--- config.mk ---
export PLATFORM = sky130hd
export DESIGN_NAME = sliding_window_tracker_flat
export DESIGN_NICKNAME = d
export VERILOG_FILES = /design/src/sv/swt_pkg.sv /design/src/sv/swt_if.sv /design/src/sv/swt_ctrl.sv /design/src/sv/swt_dp.sv /design/src/sv/sliding_window_tracker.sv /design/src/flat_wrapper.sv
export SDC_FILE = /design/constraint.sdc
export NUM_CORES = 1
export LEC_CHECK = 0
export ABC_AREA = 1
export BUFFER_PORTS_ARGS = -buffer_cell sky130_fd_sc_hd__buf_4
export CAP_MARGIN = 20
export CORE_MARGIN = 5
export CORE_UTILIZATION = 45
export DETAILED_ROUTE_END_ITERATION = 7
export GPL_ROUTABILITY_DRIVEN = 0
export GPL_TIMING_DRIVEN = 0
export HOLD_SLACK_MARGIN = 0.03
export PLACE_DENSITY = 0.7
export RECOVER_POWER = 100
export SKIP_LAST_GASP = 1
export SLEW_MARGIN = 40
export SYNTH_ARGS = -nofsm -noshare
export SYNTH_HDL_FRONTEND = slang
export SYNTH_HIERARCHICAL = 1
export SYNTH_SLANG_ARGS = --single-unit
--- constraint.sdc ---
create_clock -name clk -period 8 [get_ports clk]
set_input_delay 0.4 -clock clk [delete_from_list [all_inputs] [get_ports clk]]
set_output_delay 0.4 -clock clk [all_outputs]
set_load 0.01 [all_outputs]
--- src/sv/swt_pkg.sv ---
// Shared types, constants and codes of the sliding window tracker.
package swt_pkg;

	localparam int unsigned CAPACITY_DEF = 8;
	localparam int unsigned MAX_LEN_DEF  = 64;

	localparam int unsigned FUNC_W    = 3;
	localparam int unsigned ID_W      = 16;
	localparam int unsigned PAY_W     = 32;
	localparam int unsigned LEN_W     = 7;
	localparam int unsigned CNT_OUT_W = 4;

	typedef enum logic [FUNC_W-1:0] {
		FN_PUSH    = 3'd0,
		FN_INSERT  = 3'd1,
		FN_ACK     = 3'd2,
		FN_RELEASE = 3'd3,
		FN_CLEAR   = 3'd4
	} func_t;

	typedef struct packed {
		logic [FUNC_W-1:0] func;
		logic [ID_W-1:0]   packet_id;
		logic [PAY_W-1:0]  payload;
		logic [LEN_W-1:0]  length;
	} in_beat_t;

	typedef struct packed {
		logic                 kind;
		logic                 ok;
		logic [ID_W-1:0]      out_id;
		logic [PAY_W-1:0]     out_payload;
		logic [LEN_W-1:0]     out_length;
		logic [CNT_OUT_W-1:0] count;
		logic [ID_W-1:0]      window_start;
		logic [ID_W-1:0]      next_send_id;
		logic                 last;
	} out_beat_t;

	typedef enum logic [2:0] {
		ST_IDLE,
		ST_MUL,
		ST_MAP,
		ST_EXEC,
		ST_REL_CHK,
		ST_REL_OUT,
		ST_STATUS
	} state_t;

	// Commands from the controller to the datapath.
	typedef struct packed {
		logic load;
		logic mul;
		logic map;
		logic exec;
		logic deliver;
		logic pkt_beat;
	} ctrl_cmd_t;

	// Status from the datapath to the controller.
	typedef struct packed {
		logic rel_go;
		logic head_ready;
	} dp_status_t;

endpackage

--- src/sv/swt_if.sv ---
// Valid/ready channel interfaces for the input and result beats.
interface swt_in_if;
	import swt_pkg::*;
	logic     valid;
	logic     ready;
	in_beat_t data;
	modport source (output valid, output data, input ready);
	modport sink (input valid, input data, output ready);
endinterface

interface swt_out_if;
	import swt_pkg::*;
	logic      valid;
	logic      ready;
	out_beat_t data;
	modport source (output valid, output data, input ready);
	modport sink (input valid, input data, output ready);
endinterface

--- src/sv/swt_ctrl.sv ---
// Controller state machine of the sliding window tracker.
module swt_ctrl (
	input  logic                  clk,
	input  logic                  arst_n,
	input  logic                  in_valid,
	output logic                  in_ready,
	output logic                  out_valid,
	input  logic                  out_ready,
	input  swt_pkg::dp_status_t   status,
	output swt_pkg::ctrl_cmd_t    cmd
);
	import swt_pkg::*;

	state_t state_q;
	state_t state_next;

	always_ff @(posedge clk or negedge arst_n) begin
		if (!arst_n) begin
			state_q <= ST_IDLE;
		end else begin
			state_q <= state_next;
		end
	end

	always_comb begin
		state_next = state_q;
		case (state_q)
			ST_IDLE: begin
				if (in_valid) begin
					state_next = ST_MUL;
				end
			end
			ST_MUL: begin
				state_next = ST_MAP;
			end
			ST_MAP: begin
				state_next = ST_EXEC;
			end
			ST_EXEC: begin
				state_next = status.rel_go ? ST_REL_CHK : ST_STATUS;
			end
			ST_REL_CHK: begin
				state_next = status.head_ready ? ST_REL_OUT : ST_STATUS;
			end
			ST_REL_OUT: begin
				if (out_ready) begin
					state_next = ST_REL_CHK;
				end
			end
			ST_STATUS: begin
				if (out_ready) begin
					state_next = ST_IDLE;
				end
			end
			default: begin
				state_next = ST_IDLE;
			end
		endcase
	end

	always_comb begin
		in_ready     = (state_q == ST_IDLE);
		out_valid    = (state_q == ST_REL_OUT) || (state_q == ST_STATUS);
		cmd.load     = (state_q == ST_IDLE) && in_valid;
		cmd.mul      = (state_q == ST_MUL);
		cmd.map      = (state_q == ST_MAP);
		cmd.exec     = (state_q == ST_EXEC);
		cmd.deliver  = (state_q == ST_REL_CHK) && status.head_ready;
		cmd.pkt_beat = (state_q == ST_REL_OUT);
	end

endmodule

--- src/sv/swt_dp.sv ---
// Datapath of the sliding window tracker: slot mapping, slot state and slot memory.
module swt_dp #(
	parameter int unsigned CAPACITY = swt_pkg::CAPACITY_DEF,
	parameter int unsigned MAX_LEN  = swt_pkg::MAX_LEN_DEF
) (
	input  logic                 clk,
	input  logic                 arst_n,
	input  swt_pkg::in_beat_t    in_data,
	input  swt_pkg::ctrl_cmd_t   cmd,
	output swt_pkg::dp_status_t  status,
	output swt_pkg::out_beat_t   out_data
);
	import swt_pkg::*;

	localparam int unsigned IDX_W  = $clog2(CAPACITY);
	localparam int unsigned CNT_W  = $clog2(CAPACITY + 1);
	localparam int unsigned SHIFT  = ID_W + IDX_W;
	localparam int unsigned RCP_W  = ID_W + 2;
	localparam int unsigned PROD_W = ID_W + RCP_W;
	// Rounded-up reciprocal; exact quotient for every 16-bit offset.
	localparam logic [RCP_W-1:0] RECIP =
		RCP_W'(((64'd1 << SHIFT) + 64'(CAPACITY) - 64'd1) / 64'(CAPACITY));
	localparam logic [CNT_W-1:0] CAP_CNT   = CNT_W'(CAPACITY);
	localparam logic [IDX_W:0]   CAP_SUM   = (IDX_W + 1)'(CAPACITY);
	localparam logic [IDX_W-1:0] LAST_SLOT = IDX_W'(CAPACITY - 1);
	localparam logic [ID_W:0]    CAP_WIN   = (ID_W + 1)'(CAPACITY);
	localparam logic [ID_W-1:0]  CAP_ID    = ID_W'(CAPACITY);

	typedef struct packed {
		logic [ID_W-1:0]  id;
		logic [PAY_W-1:0] pay;
		logic [LEN_W-1:0] len;
	} slot_word_t;

	logic [FUNC_W-1:0] func_q;
	logic [ID_W-1:0]   id_q;
	logic [PAY_W-1:0]  pay_q;
	logic [LEN_W-1:0]  len_q;
	logic [ID_W-1:0]   offset_q;
	logic [PROD_W-1:0] prod_q;
	logic [IDX_W-1:0]  slot_q;

	logic [CAPACITY-1:0] valid_q;
	logic [CAPACITY-1:0] acked_q;
	logic [CNT_W-1:0]    count_q;
	logic [ID_W-1:0]     head_q;
	logic [IDX_W-1:0]    hslot_q;
	logic [ID_W-1:0]     tail_q;
	logic                ok_q;

	slot_word_t slot_mem [CAPACITY];
	slot_word_t rd_q;

	logic [LEN_W-1:0]  len_clamped;
	logic [ID_W-1:0]   offset_in;
	logic [PROD_W-1:0] prod_shift;
	logic [ID_W-1:0]   quot;
	logic [ID_W-1:0]   rem;
	logic [IDX_W:0]    slot_sum;
	logic [IDX_W-1:0]  slot_next;
	logic              in_win;
	logic              at_head;
	logic              not_full;
	logic              hit_valid;
	logic              wr_en;
	logic [ID_W-1:0]   wr_id;
	logic [ID_W-1:0]   head_inc;
	logic [IDX_W-1:0]  hslot_inc;

	always_comb begin
		if (32'(in_data.length) > 32'(MAX_LEN)) begin
			len_clamped = LEN_W'(MAX_LEN);
		end else begin
			len_clamped = in_data.length;
		end
	end

	assign offset_in = ((in_data.func == FN_PUSH) ? tail_q : in_data.packet_id) - head_q;

	// Slot of an offset: (head slot + offset mod capacity) mod capacity.
	assign prod_shift = prod_q >> SHIFT;
	assign quot       = prod_shift[ID_W-1:0];
	assign rem        = offset_q - ID_W'(quot * CAP_ID);
	assign slot_sum   = {1'b0, hslot_q} + {1'b0, rem[IDX_W-1:0]};
	assign slot_next  = (slot_sum >= CAP_SUM) ? IDX_W'(slot_sum - CAP_SUM)
	                                          : slot_sum[IDX_W-1:0];

	assign in_win    = ({1'b0, id_q} >= {1'b0, head_q}) &&
	                   ({1'b0, id_q} < ({1'b0, head_q} + CAP_WIN));
	assign at_head   = (id_q == head_q);
	assign not_full  = (count_q < CAP_CNT);
	assign hit_valid = valid_q[slot_q];
	assign wr_id     = (func_q == FN_PUSH) ? tail_q : id_q;
	assign head_inc  = head_q + ID_W'(1);
	assign hslot_inc = (hslot_q == LAST_SLOT) ? '0 : hslot_q + IDX_W'(1);

	always_comb begin
		case (func_q)
			FN_PUSH:   wr_en = not_full;
			FN_INSERT: wr_en = in_win;
			default:   wr_en = 1'b0;
		endcase
	end

	assign status.rel_go     = (func_q == FN_RELEASE) ||
	                           ((func_q == FN_ACK) && in_win && at_head);
	assign status.head_ready = valid_q[hslot_q] && acked_q[hslot_q];

	always_ff @(posedge clk) begin
		if (cmd.load) begin
			func_q   <= in_data.func;
			id_q     <= in_data.packet_id;
			pay_q    <= in_data.payload;
			len_q    <= len_clamped;
			offset_q <= offset_in;
		end
		if (cmd.mul) begin
			prod_q <= PROD_W'(offset_q) * PROD_W'(RECIP);
		end
		if (cmd.map) begin
			slot_q <= slot_next;
		end
	end

	always_ff @(posedge clk or negedge arst_n) begin
		if (!arst_n) begin
			valid_q <= '0;
			acked_q <= '0;
			count_q <= '0;
			head_q  <= '0;
			hslot_q <= '0;
			tail_q  <= '0;
			ok_q    <= 1'b0;
		end else if (cmd.exec) begin
			ok_q <= 1'b0;
			case (func_q)
				FN_PUSH: begin
					if (not_full) begin
						valid_q[slot_q] <= 1'b1;
						acked_q[slot_q] <= 1'b0;
						if (!hit_valid) begin
							count_q <= count_q + CNT_W'(1);
						end
						tail_q <= tail_q + ID_W'(1);
						ok_q   <= 1'b1;
					end
				end
				FN_INSERT: begin
					if (in_win) begin
						valid_q[slot_q] <= 1'b1;
						acked_q[slot_q] <= 1'b1;
						if (!hit_valid) begin
							count_q <= count_q + CNT_W'(1);
						end
						ok_q <= 1'b1;
					end
				end
				FN_ACK: begin
					if (in_win) begin
						if (hit_valid) begin
							acked_q[slot_q] <= 1'b1;
						end
						ok_q <= 1'b1;
					end
				end
				FN_RELEASE: begin
					ok_q <= 1'b1;
				end
				FN_CLEAR: begin
					valid_q <= '0;
					acked_q <= '0;
					count_q <= '0;
					head_q  <= '0;
					hslot_q <= '0;
					tail_q  <= '0;
					ok_q    <= 1'b1;
				end
				default: begin
					ok_q <= 1'b0;
				end
			endcase
		end else if (cmd.deliver) begin
			valid_q[hslot_q] <= 1'b0;
			acked_q[hslot_q] <= 1'b0;
			count_q          <= count_q - CNT_W'(1);
			head_q           <= head_inc;
			hslot_q          <= hslot_inc;
			if (tail_q < head_inc) begin
				tail_q <= head_inc;
			end
		end
	end

	always_ff @(posedge clk) begin
		if (cmd.exec && wr_en) begin
			slot_mem[slot_q] <= '{id: wr_id, pay: pay_q, len: len_q};
		end
	end

	always_ff @(posedge clk) begin
		if (cmd.deliver) begin
			rd_q <= slot_mem[hslot_q];
		end
	end

	always_comb begin
		out_data.kind         = cmd.pkt_beat;
		out_data.ok           = cmd.pkt_beat ? 1'b1 : ok_q;
		out_data.out_id       = cmd.pkt_beat ? rd_q.id : '0;
		out_data.out_payload  = cmd.pkt_beat ? rd_q.pay : '0;
		out_data.out_length   = cmd.pkt_beat ? rd_q.len : '0;
		out_data.count        = CNT_OUT_W'(32'(count_q));
		out_data.window_start = head_q;
		out_data.next_send_id = tail_q;
		out_data.last         = !cmd.pkt_beat;
	end

endmodule

--- src/sv/sliding_window_tracker.sv ---
// Top level of the selective-repeat sliding window tracker.
//
//   Channel  Direction  Beat contents
//   in_ch    sink       func, packet_id, payload, length
//   out_ch   source     kind, ok, out_id, out_payload, out_length, count,
//                       window_start, next_send_id, last
//
// One item is worked on at a time. After a beat is accepted on in_ch, the
// slot index is found by a reciprocal multiply and a correction, and the
// slot is then updated. An ack of the head or a release then checks the
// head before each delivered packet and once more to find the head not
// ready; each delivered packet is a head check with a read of the slot
// memory and then the beat on out_ch. The closing status beat follows.
// Reset clears all slot flags, the window and the send id at once; a
// stalled out_ch holds its beat and the block takes no input until the
// status beat has gone.
module sliding_window_tracker #(
	parameter int unsigned CAPACITY = swt_pkg::CAPACITY_DEF,
	parameter int unsigned MAX_LEN  = swt_pkg::MAX_LEN_DEF
) (
	input logic      clk,
	input logic      arst_n,
	swt_in_if.sink   in_ch,
	swt_out_if.source out_ch
);
	import swt_pkg::*;

	ctrl_cmd_t  cmd;
	dp_status_t status;

	// The controller sequences the handshakes and the slot-mapping steps.
	swt_ctrl u_ctrl (
		.clk       (clk),
		.arst_n    (arst_n),
		.in_valid  (in_ch.valid),
		.in_ready  (in_ch.ready),
		.out_valid (out_ch.valid),
		.out_ready (out_ch.ready),
		.status    (status),
		.cmd       (cmd)
	);

	// The datapath holds the window state, the slot memory and the result beat.
	swt_dp #(
		.CAPACITY (CAPACITY),
		.MAX_LEN  (MAX_LEN)
	) u_dp (
		.clk      (clk),
		.arst_n   (arst_n),
		.in_data  (in_ch.data),
		.cmd      (cmd),
		.status   (status),
		.out_data (out_ch.data)
	);

	// No new input is taken while a result beat is offered.
	a_no_accept_while_out: assert property (@(posedge clk) disable iff (!arst_n)
		out_ch.valid |-> !in_ch.ready)
		else $error("input ready while a result beat is pending");

	// The slot mapping takes time, so no beat follows an accept directly.
	a_no_out_after_accept: assert property (@(posedge clk) disable iff (!arst_n)
		(in_ch.valid && in_ch.ready) |=> !out_ch.valid)
		else $error("result beat directly after input accept");

	// Each delivery advances the window start by exactly one.
	a_deliver_advances: assert property (@(posedge clk) disable iff (!arst_n)
		cmd.deliver |=> (out_ch.data.window_start ==
			$past(out_ch.data.window_start) + 16'd1))
		else $error("window did not advance on delivery");

	// A delivered packet beat is always accepted and never the final beat.
	a_pkt_beat_ok: assert property (@(posedge clk) disable iff (!arst_n)
		(out_ch.valid && out_ch.data.kind) |-> (out_ch.data.ok && !out_ch.data.last))
		else $error("malformed delivered packet beat");

endmodule
--- src/flat_wrapper.sv ---
// flat-port wrapper written by rule: the top's interface ports become plain ports
module sliding_window_tracker_flat import swt_pkg::*;
#(
	parameter int unsigned CAPACITY = swt_pkg::CAPACITY_DEF,
	parameter int unsigned MAX_LEN  = swt_pkg::MAX_LEN_DEF
)
  (clk, arst_n, in_ch_valid, in_ch_data, in_ch_ready, out_ch_valid, out_ch_data, out_ch_ready);
  swt_in_if in_ch_i ();
  swt_out_if out_ch_i ();
  input logic clk;
  input logic arst_n;
  input wire logic [$bits(in_ch_i.valid)-1:0] in_ch_valid;
  input wire logic [$bits(in_ch_i.data)-1:0] in_ch_data;
  output wire logic [$bits(in_ch_i.ready)-1:0] in_ch_ready;
  output wire logic [$bits(out_ch_i.valid)-1:0] out_ch_valid;
  output wire logic [$bits(out_ch_i.data)-1:0] out_ch_data;
  input wire logic [$bits(out_ch_i.ready)-1:0] out_ch_ready;
  assign in_ch_i.valid = in_ch_valid;
  assign in_ch_i.data = in_ch_data;
  assign in_ch_ready = in_ch_i.ready;
  assign out_ch_valid = out_ch_i.valid;
  assign out_ch_data = out_ch_i.data;
  assign out_ch_i.ready = out_ch_ready;
  sliding_window_tracker #(.CAPACITY(CAPACITY), .MAX_LEN(MAX_LEN)) u_core (.clk(clk), .arst_n(arst_n), .in_ch(in_ch_i), .out_ch(out_ch_i));
endmodule
==> results of run 1 <==
-- worst min-delay path, stage by stage --
cell	delay, ns
sky130_fd_sc_hd__buf_4	0.08
sky130_fd_sc_hd__nor2_1	0.04
sky130_fd_sc_hd__o21ai_1	0.12
-- metal layers --
metal | global-route usage, % | routed length (um) | part of all wire [%]
met3 | 4.103 | 6744 | 9.7
met1 | 30.49 | 27430 | 40
met2 | 36.27 | 32930 | 48
met5 | 0 | 0 | 0
met4 | 6.935 | 2150 | 3.1
-- layout by cell type, fill, tap and decap left out, types with 11 or more instances in the layout --
cell type                       instances
sky130_fd_sc_hd__edfxtp_1             559
sky130_fd_sc_hd__nand2_1              455
sky130_fd_sc_hd__inv_1                204
sky130_fd_sc_hd__clkbuf_1             197
sky130_fd_sc_hd__o21ai_0              102
sky130_fd_sc_hd__nor2_1                84
sky130_fd_sc_hd__nand3_1               68
sky130_fd_sc_hd__a21oi_1               68
sky130_fd_sc_hd__a22oi_1               66
sky130_fd_sc_hd__nand4_1               62
sky130_fd_sc_hd__clkbuf_16             61
sky130_fd_sc_hd__dfrtp_1               59
sky130_fd_sc_hd__ha_1                  54
sky130_fd_sc_hd__dlygate4sd3_1         52
sky130_fd_sc_hd__clkbuf_4              52
sky130_fd_sc_hd__a221oi_1              41
sky130_fd_sc_hd__a22o_1                23
sky130_fd_sc_hd__xor2_1                20
sky130_fd_sc_hd__clkinv_1              16
sky130_fd_sc_hd__buf_4                 15
sky130_fd_sc_hd__nor3_1                14
sky130_fd_sc_hd__clkinv_2              11
-- registers in the layout (all words and copies together), names as in the netlist, 4 cells and up --
name                  cells
u_core/u_dp/valid_q       8
u_core/u_dp/rd_q         55
u_core/u_dp/tail_q       16
u_core/u_dp/slot_mem    440
u_core/u_dp/acked_q       8
u_core/u_dp/count_q       4
u_core/u_dp/id_q         16
u_core/u_dp/pay_q        32
u_core/u_dp/len_q         7
u_core/u_dp/head_q       16
-- layout make-up --
class,count,area share (%)
multi-input combinational,1117,20.34
antenna,1,0.008406
timing repair buffer,250,5.140
inverter,208,2.623
tap,756,3.177
clock inverter,33,1.021
buffer,73,0.9877
sequential,618,61.35
clock buffer,74,5.359
-- power by group --
part	internal [mW]	switching, mW
combinational	0.322	0.719
sequential	3.78	0.201
clock	1.54	1.18
-- stage by stage --
stage          cell area, um^2  utilization, %  total power [mW]  setup TNS, ns
6_report                 29770           53.00             7.744              0
5_1_grt                  29770           53.00             8.066              0
4_1_cts                  30890           54.99             7.893              0
3_5_place_dp             28470           50.68             5.168              0
3_3_place_gp             27550           49.05             5.091         -97.52
2_1_floorplan            25420               -             4.634              0
-- path summary, 6_finish.rpt --
kind                                                    start                                    to  slack, ns  cells past startpoint
max                        u_core/u_dp/hslot_q[1]$_DFFE_PN0P_    u_core/u_dp/acked_q[2]$_DFFE_PN0P_       1.75                     21
min                                               in_ch_valid  u_core/u_ctrl/state_q[2]$_DFFE_PN0P_       0.08                      3
max reg2reg                u_core/u_dp/hslot_q[1]$_DFFE_PN0P_    u_core/u_dp/acked_q[2]$_DFFE_PN0P_       1.75                     21
min reg2reg                u_core/u_dp/acked_q[6]$_DFFE_PN0P_    u_core/u_dp/acked_q[6]$_DFFE_PN0P_       0.48                      2
max in group asynchronous                              arst_n    u_core/u_dp/valid_q[5]$_DFFE_PN0P_       4.49                      2
min in group asynchronous                              arst_n    u_core/u_dp/head_q[13]$_DFFE_PN0P_       1.51                      2
-- what timing repair did --
item / in CTS / in global routing
setup endpoints to repair: 0 / 0
hold endpoints to repair: 110 / 0
hold buffers: 52 / 0
==> results.toml, run 1 <==
[sta]
slew_violations = 60
finalSetupViolCount = 0
grt_setup_unrepaired = "no"
timing.final.hold_violations = 0
finalWorstPathRequiredPeriod_ns = 6.248
fin_worst_skew_ns = 0.03768
timing.final.ws_setup_ns = 1.752
worstMarginPinSlew_ns = 3.518
timing.hold.ws_ns = 0.07570
slew-limit-headroom_pct = -134.6
finalCritPeriodShare_pct = 78.10
max_freq_mhz = 160.1

[layout]
fin_cells = 3130
final_layout_fill_cell_count = 4723
multi_input_area_mm2 = 0.006055
register_area_mm2 = 0.01826
synthToLayoutAreaGrowth_pct = 17.09
final_layout_size_suffix_gt1_share_pct = 7.627
finish.net_count = 2446

[routing]
wl_per_cell_um = 22.13
vias = 17520
drt_first_pass_iters = 6
vias_per_cell = 5.598
number_of_nets_with_antenna_violations_after_routing = 0
drt_iter0_markers = 2158
drc = 0
postRouteWirelength_um = 69250

[cts]
clk_path_buf_depth = 3
cts_tree = "yes"
clk_transition_reported_paths_ns = 0.06
clock-root-buffer = "sky130_fd_sc_hd__clkbuf_16"
post_cts.resized_instances = 0
clock_sinks = 618
htreeDepth = 2
post-cts-setup-buffers = 0
clock_latency_ns = 0.64
cts_inserted_buffers = 60

[worst_setup_path]
critical_path_required_ns = 8.50
crit_path_end_kind = "register"
crit_chain = "inv_1, nand3_1, inv_1, nand2_1, o211ai_1, nor2_1, o211ai_1, o32ai_1, inv_1, nand2_1, nor2_1, clkbuf_1, inv_1, nand2_1, nand2_1, a21oi_1, a21oi_1, a21oi_4, nand2_1, nand2_1, nand2_1"
arrival_ns = 6.75
timing.setup.critical_path_class = "reg2reg"
critical-path-max-stage-delay_ns = 0.92
slowest_stage = "sky130_fd_sc_hd__clkbuf_1"
timing.critical_path.buf_inv = 5
worst_setup_path_start_kind = "register"
critical_path_peak_fanout = 15
crit_family = "buffers and inverters"
critPathMostFrequentCell = "sky130_fd_sc_hd__nand2_1"

[logic_synthesis]
syn_area_per_cell_um2 = 12.61
synth.cell_area_mm2 = 0.02542
syn-instance-count = 2016
ys_warn_count = 6
syn-num-nets = 2134

[global_routing]
grt_antenna_before_repair = 0
grt_pass1_wl_um = 102800
via_count_of_the_first_global_routing_pass = 17190
groute.usage.overall_pct = 22.17
global_route.overflow_total = 0
grt_start_max_net_pins = 60

[flow_run]
max_cap_violations = 1

[die]
die_height_um = 247.7
floorplan.io_pins = 158
dieArea_mm2 = 0.06135
fp-row-count = 87
core_region_area_mm2 = 0.05617
die_x_um = 247.7
floorplan.initialDensity_pct = 45.26

[power_and_ir_drop]
power_leakage_nw = 11.07
worst_ir_drop_vdd_mv = 0.2946
powerDensity_mw_per_mm2 = 260.1

[hold_path]
timing.hold.worst.class = "in2reg"

[place]
portBuffers = 157
pre_cts_slack_ns = 3.209
dp_cells = 2970
hpwlAfterDp_um = 46760

[status]
failing_checks = "capacitance limit, slew limit"
outcome = "finished, violations left"
Power figures use the tool's default switching activity.
==> run 2: changes to the inputs <==
Clock period 8 ns to 6.3 ns, I/O delays scaled along.
==> results.toml, run 2 (synthesis results as in run 1) <==
[layout]
finish.net_count = 2453
largest_regs = "u_core/u_dp/slot_mem: 440 flops, u_core/u_dp/rd_q: 55 flops, u_core/u_dp/pay_q: 32 flops"
final_layout_fill_cell_count = 4698
register_area_mm2 = 0.01826
top_library_cells_by_usage_in_the_layout_fill_and_taps_aside = "sky130_fd_sc_hd__edfxtp_1 (559), sky130_fd_sc_hd__nand2_1 (454), sky130_fd_sc_hd__inv_1 (204)"
synthToLayoutAreaGrowth_pct = 17.85
regMostFlops = "u_core/u_dp/slot_mem"
mostFrequentLayoutCell = "sky130_fd_sc_hd__edfxtp_1"
fin_cells = 3136
max_ffs_per_register = 440
final_layout_size_suffix_gt1_share_pct = 8.067
multi_input_area_mm2 = 0.006061
diode_count = 0

[routing]
postRouteWirelength_um = 69300
drc = 0
drt_iter0_markers = 2145
vias_per_cell = 5.618
drt_first_pass_iters = 6
vias = 17620
wl_per_cell_um = 22.10
number_of_nets_with_antenna_violations_after_routing = 0

[sta]
finalSetupViolCount = 0
timing.final.hold_violations = 0
fin_worst_skew_ns = 0.04233
finalWorstPathRequiredPeriod_ns = 5.402
max_freq_mhz = 185.1
worstMarginPinSlew_ns = 3.566
slew_violations = 69
grt_setup_unrepaired = "no"
slew-limit-headroom_pct = -137.7
fin_setup_tns_ns = 0
finalCritPeriodShare_pct = 85.74

[hold_path]
timing.hold.worst.class = "in2reg"

[die]
dieArea_mm2 = 0.06135
floorplan.io_pins = 158
fp-row-count = 87
die_height_um = 247.7
die_x_um = 247.7
core_region_area_mm2 = 0.05617
floorplan.initialDensity_pct = 45.26

[global_routing]
grtUsageMet2_pct = 36.29
via_count_of_the_first_global_routing_pass = 17190
globalRoute.busiestLayer = "met2"
grt_pass1_wl_um = 102900
grt_start_max_net_pins = 60
grt_antenna_before_repair = 0
met3_layer_usage_reported_by_global_route_pct = 4.081
groute.usage.overall_pct = 22.19
global_route.overflow_total = 0
met1_usage_pct = 30.52

[place]
portBuffers = 157
hpwlAfterDp_um = 46760
dp_cells = 2970

[cts]
clock-root-buffer = "sky130_fd_sc_hd__clkbuf_16"
clk_transition_reported_paths_ns = 0.06
clock_latency_ns = 0.65
cts_inserted_buffers = 60
htreeDepth = 2
clock_sinks = 618
clk_path_buf_depth = 3
cts_tree = "yes"

[worst_setup_path]
critical_path_required_ns = 6.62
reg_to_reg_critical_path_endpoint = "u_core/u_dp/slot_mem[1][9]$_DFFE_PP_"
crit_path_end_kind = "register"
worst-r2r-cell-count = 17
worst_setup_path_startpoint = "u_core/u_dp/head_q[14]$_DFFE_PN0P_"
worst_setup_path_start_kind = "register"
regToRegStartpoint = "u_core/u_dp/head_q[14]$_DFFE_PN0P_"
critical_path_peak_fanout = 15
rrSetupSlack_ns = 0.90
arrival_ns = 5.72
timing.setup.critical_path_class = "reg2reg"
worst_setup_path_endpoint = "u_core/u_dp/slot_mem[1][9]$_DFFE_PP_"

[power_and_ir_drop]
powerDensity_mw_per_mm2 = 328.6
power_mw = 9.847
power_leakage_nw = 11.16
worst_ir_drop_vdd_mv = 0.3743

[status]
outcome = "finished, violations left"
failing_checks = "capacitance limit, slew limit"

[flow_run]
max_cap_violations = 2
[run 2: cell types whose count changed in the layout (fill, tap and decap cells not counted), moves of 2 or more]
cell                            before  now
sky130_fd_sc_hd__dlygate4sd3_1      52   59
sky130_fd_sc_hd__nor2_1             84   82
sky130_fd_sc_hd__clkbuf_1          197  188
sky130_fd_sc_hd__buf_16              0    2
sky130_fd_sc_hd__buf_8               2    8
[run 2: area by class of cell]
type                            count  share of cell area, %
Buffer                             73                 0.9813
Clock buffer                       74                  5.324
Clock inverter                     33                  1.015
Inverter                          208                  2.606
Multi-Input combinational cell   1117                  20.23
Sequential cell                   618                  60.95
Tap cell                          756                  3.157
Timing Repair Buffer              257                  5.738
[run 2: metal layers]
layer	vias up	share of wire (%)	wire, um
met5	-	0	0
met1	8594	39	27200
met4	0	3.2	2249
met3	146	10	6960
li1	7867	-	-
met2	1011	47	32880
[run 2: through the flow]
step	instance area, um^2	util (%)	hold slack [ns]	setup WS (ns)
after floorplan	25420	-	0.01941	0.6958
after global placement	27550	49.05	0.4542	-3.882
after detailed placement	28470	50.68	0.4634	1.509
after CTS	30960	55.11	0.03204	1.475
after global routing	29960	53.34	0.04735	0.6093
final	29960	53.34	0.07159	0.8985
[run 2: how the worst min path moves through the flow]
stage                                       start                              endpoint  depth (start not counted)
6_report                            in_ch_data[4]    u_core/u_dp/len_q[4]$_SDFFCE_PN0P_                          3
5_1_grt                             in_ch_data[4]    u_core/u_dp/len_q[4]$_SDFFCE_PN0P_                          3
4_1_cts                             in_ch_data[4]    u_core/u_dp/len_q[4]$_SDFFCE_PN0P_                          3
3_5_place_dp   u_core/u_dp/acked_q[6]$_DFFE_PN0P_    u_core/u_dp/acked_q[6]$_DFFE_PN0P_                          2
3_3_place_gp                               arst_n    u_core/u_dp/head_q[10]$_DFFE_PN0P_                          1
2_1_floorplan                              arst_n  u_core/u_ctrl/state_q[0]$_DFFE_PN0P_                          0
[run 2: report_power, final]
part           total [mW]  leakage, nW  switching (mW)  internal [mW]
combinational        1.34         4.41           0.921          0.419
sequential           5.06         5.82           0.256           4.81
clock                3.45        0.928            1.49           1.95
[run 2: what timing repair did]
item                                   CTS  global route
buffers inserted                         0             0
endpoints found under the hold margin  117             0
resized for setup                        0             0
hold buffers                            59             0
[run 2: worst max-delay path: stages, from the launching register on]
cell	delay [ns]
sky130_fd_sc_hd__dfrtp_1	0.45
sky130_fd_sc_hd__inv_1	0.15
sky130_fd_sc_hd__nor4_1	0.52
sky130_fd_sc_hd__nand3_1	0.15
sky130_fd_sc_hd__xor2_1	0.18
sky130_fd_sc_hd__ha_1	0.30
sky130_fd_sc_hd__nand3_1	0.13
sky130_fd_sc_hd__inv_1	0.05
sky130_fd_sc_hd__nand2_1	0.06
sky130_fd_sc_hd__nand2_1	0.05
sky130_fd_sc_hd__nand2_1	0.12
sky130_fd_sc_hd__nand3_1	0.18
sky130_fd_sc_hd__nor2_1	0.15
sky130_fd_sc_hd__nor2_1	0.17
sky130_fd_sc_hd__nor2_1	0.79
sky130_fd_sc_hd__clkbuf_1	0.69
sky130_fd_sc_hd__clkbuf_1	0.67
sky130_fd_sc_hd__buf_8	0.28
